===== src/rtl/core/pmq_pkg.sv =====
// Shared types and codes for the priority message queue.
package pmq_pkg;

  localparam int OP_W     = 2;
  localparam int STATUS_W = 3;
  localparam int PREQ_W   = 8;
  localparam int SIZE_W   = 14;
  localparam int TAG_W    = 32;
  localparam int OPRIO_W  = 5;
  localparam int OCOUNT_W = 8;
  localparam int QIDX_W   = 3;
  localparam int CAP_W    = 8;
  localparam int CFG_W    = 14;

  localparam logic [OP_W-1:0] OP_SEND      = 2'd0;
  localparam logic [OP_W-1:0] OP_RECEIVE   = 2'd1;
  localparam logic [OP_W-1:0] OP_FLUSH     = 2'd2;
  localparam logic [OP_W-1:0] OP_UNDEFINED = 2'd3;

  localparam logic [STATUS_W-1:0] ST_OK        = 3'd0;
  localparam logic [STATUS_W-1:0] ST_BAD_SIZE  = 3'd1;
  localparam logic [STATUS_W-1:0] ST_FULL      = 3'd2;
  localparam logic [STATUS_W-1:0] ST_EMPTY     = 3'd3;
  localparam logic [STATUS_W-1:0] ST_TOO_SMALL = 3'd4;

  localparam logic REG_CAPACITY   = 1'b0;
  localparam logic REG_SIZE_LIMIT = 1'b1;

  localparam logic [CAP_W-1:0]  CAPACITY_RESET   = 8'd100;
  localparam logic [SIZE_W-1:0] SIZE_LIMIT_RESET = 14'd8192;

  typedef struct packed {
    logic capture;
    logic decide;
    logic send_commit;
    logic recv_fetch;
    logic recv_commit;
  } pmq_cmd_t;

  typedef struct packed {
    logic immediate;
    logic is_send;
    logic out_free;
  } pmq_stat_t;

endpackage


===== src/rtl/core/pmq_ctrl.sv =====
// Sequencer for the priority message queue operations.
module pmq_ctrl (
  input  logic              clk,
  input  logic              rst,
  input  logic              in_valid,
  output logic              in_stall,
  input  pmq_pkg::pmq_stat_t stat,
  output pmq_pkg::pmq_cmd_t  cmd
);

  localparam logic [2:0] S_IDLE     = 3'd0;
  localparam logic [2:0] S_DECIDE   = 3'd1;
  localparam logic [2:0] S_SEND_WR  = 3'd2;
  localparam logic [2:0] S_RECV_MSG = 3'd3;
  localparam logic [2:0] S_RECV_WR  = 3'd4;

  logic [2:0] state, state_next;

  assign in_stall = (state != S_IDLE);

  always_comb begin
    cmd        = '0;
    state_next = state;
    case (state)
      S_IDLE: begin
        if (in_valid) begin
          cmd.capture = 1'b1;
          state_next  = S_DECIDE;
        end
      end
      S_DECIDE: begin
        if (stat.immediate) begin
          if (stat.out_free) begin
            cmd.decide = 1'b1;
            state_next = S_IDLE;
          end
        end else begin
          cmd.decide = 1'b1;
          state_next = stat.is_send ? S_SEND_WR : S_RECV_MSG;
        end
      end
      S_SEND_WR: begin
        if (stat.out_free) begin
          cmd.send_commit = 1'b1;
          state_next      = S_IDLE;
        end
      end
      S_RECV_MSG: begin
        cmd.recv_fetch = 1'b1;
        state_next     = S_RECV_WR;
      end
      S_RECV_WR: begin
        if (stat.out_free) begin
          cmd.recv_commit = 1'b1;
          state_next      = S_IDLE;
        end
      end
      default: state_next = S_IDLE;
    endcase
  end

  always_ff @(posedge clk) begin
    if (rst) begin
      state <= S_IDLE;
    end else begin
      state <= state_next;
    end
  end

  a_cmd_onehot: assert property (@(posedge clk) disable iff (rst) $onehot0(cmd))
    else $error("more than one command issued");
  a_fetch_then_commit: assert property (@(posedge clk) disable iff (rst)
    cmd.recv_fetch |=> state == S_RECV_WR)
    else $error("receive fetch not followed by commit wait");
  a_idle_only_capture: assert property (@(posedge clk) disable iff (rst)
    cmd.capture |-> state == S_IDLE)
    else $error("request captured while busy");

endmodule


===== config.mk =====
export PLATFORM = sky130hd
export DESIGN_NAME = pmq_ctrl
export DESIGN_NICKNAME = d
export VERILOG_FILES = /design/src/rtl/core/pmq_pkg.sv /design/src/rtl/core/pmq_ctrl.sv
export SDC_FILE = /design/constraint.sdc
export NUM_CORES = 1
export LEC_CHECK = 0
export ABC_AREA = 0
export BUFFER_PORTS_ARGS = -buffer_cell sky130_fd_sc_hd__buf_2
export CAP_MARGIN = 5
export CORE_AREA = 2 2 39 41
export CTS_BUF_LIST = sky130_fd_sc_hd__clkbuf_16
export CTS_CLUSTER_DIAMETER = 150
export DETAILED_ROUTE_END_ITERATION = 16
export DIE_AREA = 0 0 41 43
export PLACE_DENSITY_LB_ADDON = 0.25
export SLEW_MARGIN = 20
export SYNTH_ARGS = -nofsm -noshare
export SYNTH_HDL_FRONTEND = slang
export SYNTH_SLANG_ARGS = --single-unit

===== constraint.sdc =====
create_clock -name clk -period 1.4 [get_ports clk]
set_input_delay 0 -clock clk [delete_from_list [all_inputs] [get_ports clk]]
set_output_delay 0 -clock clk [all_outputs]
set_load 0.01 [all_outputs]

; ---- Word-level counts from Yosys, hierarchy flattened
; Cells that the tools add are included.
[word_totals]
out_inout_bits = 6
regBits = 3
inputBits = 6
elab_cells = 22
[op_classes]
mux = 13
n_eq_ne = 5
n_reduce_logical = 3
[ops]
columns = operator, n
row1 = 3-bit one-hot mux with 4 select lines, 1
row2 = 1-bit two-way mux, 9
row3 = 3-bit two-way mux, 3
row4 = "3-bit by 2-bit == test with 1-bit output, second input constant", 2
row5 = "3-bit by 1-bit == test with 1-bit output, second input constant", 1
row6 = "3-bit == test, second input constant", 1
row7 = 3-bit logical NOT, 1
row8 = 3-bit nonzero test, 1
row9 = "2-bit != test, second input constant", 1
row10 = 2-bit OR reduction, 1

; ---- Longest topological paths before layout
[depth]
word_depth = 3
depth_mapped = 3
depth_no_buf = 2

; ---- Least setup slack after synthesis
; OpenSTA, ideal clock, no wires.
[synth_timing]
kind = flip-flop to flip-flop
from = reg state[1]
to = reg state[0]
setup_slack_ps = 325
arrival_time_ps = 1016
period_less_slack_ps = 1075
path_stages_with_launch = 4
n_path_buf = 1
path_cell_list = dfxtp_1 > buf_4 > nor4b_2 > a22o_1
[synth_between]
elab_chain_cells = 3
word_cells_on_any_way = 8
cone_classes = 5 x eq/ne / 1 x mux / 2 x reduce/logical
[synth_rtl]
columns = item, line
row1 = from (decl), pmq_ctrl.sv:17  ; logic [2:0] state, state_next;
row2 = from (signal assigned), pmq_ctrl.sv:66  ; state <= state_next;
row3 = 3-bit == test or 3-bit by 2-bit == test with 1-bit output (tied branches), pmq_ctrl.sv:24  ; case (state)
row4 = 2-bit OR reduction (no source line), -
row5 = 3-bit one-hot mux with 4 select lines, pmq_ctrl.sv:24
; Parallel ways exist; a longest one is shown, timed or not.
; A chain may end at the register's enable or synchronous reset.

; ---- Worst setup path in the final report
[layout_timing]
from = reg state[0]
to = reg state[1]
; The elaborated chain is that of the path after synthesis.

==> flow_summary.toml <==
[pwr]
power.leakage_nw = 0.1721
p_seq_share_pct = 16.8
finalPower_w = 0.0006006
pwr-share-clk_pct = 74.2
combPwrFrac_pct = 9.0
power.density_mw_per_mm2 = 1611
power.internal_w = 0.0004911
swShare_pct = 18.22
p_sw_w = 0.0001094
peakVddDrop_mv = 0.5023

[finish]
largestRegisters = "state (3)"
drive_above_1_share_pct = 54.29
multi_input_area_um2 = 145.1
seqCellArea_um2 = 60.06
regMostFlops = "state"
antenna_cells = 0
fillCellCount = 153
fin_nets = 42
largest_reg_flops = 3
stdcell_count = 51
area_growth_pct = 72.25

[route]
drt-initial-drc-count = 1
drt-pass1-iter-count = 2
wl_met1_um = 160
vias = 220
wl_met3_um = 20
final_antenna_net_count = 0
top_layer = "met3"
routed-wl-met2_um = 316
route.detailed.wl_per_inst_um = 9.745
viasPerCell = 4.314
route.detailed.drc = 0
totalWireLength_um = 497

[yosys]
ys.flop_type = "dfxtp_1"
synth_seq_cells = 3
synth_common_cells = "3 x dfxtp_1, 3 x nor4b_1, 2 x and4bb_2, 2 x or3b_1"
synth.cell_area_um2 = 216.5
synth_warnings = 0
seq_area_frac_synth_pct = 27.75
synth_edf_count = 0
synth_cell_types = 14
async_flop_share_pct = 0
synth_fp_nets = 26
synth_top_cell_area_share_pct = 27.75
synth.largest_area_cell = "dfxtp_1"
syn_inst = 20
synthTopCellsByArea = "dfxtp_1 28%, nor4b_1 12%, and4bb_2 12%"
avgSynthCellArea_um2 = 10.82

[global_route]
track_usage_pct = 7.415
grt_pass1_wl_um = 821
grt_max_degree = 11
grt_pass1_vias = 217
antenna_found_initial = 0
gr-total-overflow = 0

[timing]
period_needed_ps = 1141
rsz0062_at_grt = "false"
setup_tns_ps = 0
setup_viol = 0
skew_ps = 0.4666
clock.fmax_ghz = 0.8764
slew-limit-headroom_pct = 81.56
maxSlewViolCount = 0
fin_crit_sh_pct = 81.50
final-hold-violation-count = 0
worstMarginPinSlew_ps = 272.7

[worst_setup_path]
start_kind = "flop"
crit_path_end_kind = "flop"
cp_max_fo = 10
cp_data_arrival_time_ps = 1280
critPathKind = "flop to flop"
required_ps = 1540

[floorplanning]
dieArea_mm2 = 0.001763
coreArea_mm2 = 0.001384
initial_core_util_pct = 15.64
rows = 14
fp.dieH_um = 43
ioPinCount = 12
die_w_um = 41

[clock_network]
cts_tree = "built"
cts_max_path_buffers = 2
clk_pin_slew_ps = 30
h-tree-depth = 1
cts_hold_buf = 1
insertion_delay_ps = 220
cts_resized = 0
cts.sink_count = 3
root_buffer = "clkbuf_16"
numCtsBuffers = 3
cts_setup_buffers = 0

[placed_design]
placedCellCount = 46
port_buffers = 11
globalplace.congestion = 0.6966

[outcome]
outcome = "finished, final reports clean"

[min_path]
min_path_type = "input pin to flop"

[run]
cap_violations = 0
## layout make-up
cell class	instances	area share (%)
multi-input cells	15	38.93
clock inverters	1	1.007
repair buffers	12	17.45
flip-flops and latches	3	16.11
clock buffers	3	20.13
well taps	16	5.369
inverters	1	1.007
## metal layers
layer | global-route usage, % | up-vias
met3 | 4.712 | 0
met5 | 0 | -
met2 | 11.88 | 2
met4 | 6.000 | 0
li1 | - | 110
met1 | 5.751 | 108
## worst max-delay path: stages, from the launching register on
cell and delay [ps]:
dfxtp_1 450, or3b_1 390, a211oi_2 220
## power groups by stage
stage	Sequential [W]	Combinational (W)	Clock, W
floorplan	0.0000974	0.0000350	0
global placement	0.000102	0.0000532	0
detailed placement	0.000102	0.0000526	0
CTS	0.000101	0.0000551	0.000460
global route	0.000102	0.0000595	0.000471
finish	0.000101	0.0000539	0.000446
## final timing paths
path	endpoint	cells past startpoint	slack, ps	startpoint
max	state[1]$_SDFFE_PP0P_	2	260	state[0]$_SDFFE_PP0P_
min	state[1]$_SDFFE_PP0P_	3	110	stat[2]
max reg2reg	state[1]$_SDFFE_PP0P_	2	260	state[0]$_SDFFE_PP0P_
min reg2reg	state[1]$_SDFFE_PP0P_	1	590	state[2]$_SDFFE_PP0P_
## through the flow
stage | area [µm²] | util, % | hold slack (ps) | worst slack (ps)
floorplan | 216.5 | - | 64.65 | 325.1
global placement | 284.0 | 20.52 | 200.8 | 291.3
detailed placement | 284.0 | 20.52 | 196.2 | 271.3
CTS | 372.9 | 26.94 | 110.4 | 251.2
global route | 372.9 | 26.94 | 124.8 | 189.0
finish | 372.9 | 26.94 | 106.1 | 259.0
## cells by family (layout without fill, tap and decap cells)
| group | count (synthesis) | count (layout) | synth area share, % |
|---|---|---|---|
| mux | 1 | 1 | 4.624 |
| flops | 3 | 3 | 27.75 |
| buf+inv | 2 | 17 | 5.202 |
| simple gates | 11 | 11 | 49.14 |
| compound gates | 3 | 3 | 13.30 |
## layout by cell type, fill, tap and decap left out, drive strengths merged
| cell type | count |
|---|---|
| o21a | 1 |
| a22o | 1 |
| and3b | 1 |
| dfxtp | 3 |
| clkbuf | 3 |
| or3b | 2 |
| nor4b | 4 |
| a211oi | 1 |
| nor2b | 1 |
| inv | 2 |
| or3 | 1 |
| buf | 11 |
| mux2i | 1 |
| dlygate4sd3 | 1 |
| and4bb | 2 |
Power figures use the tool's default switching activity.
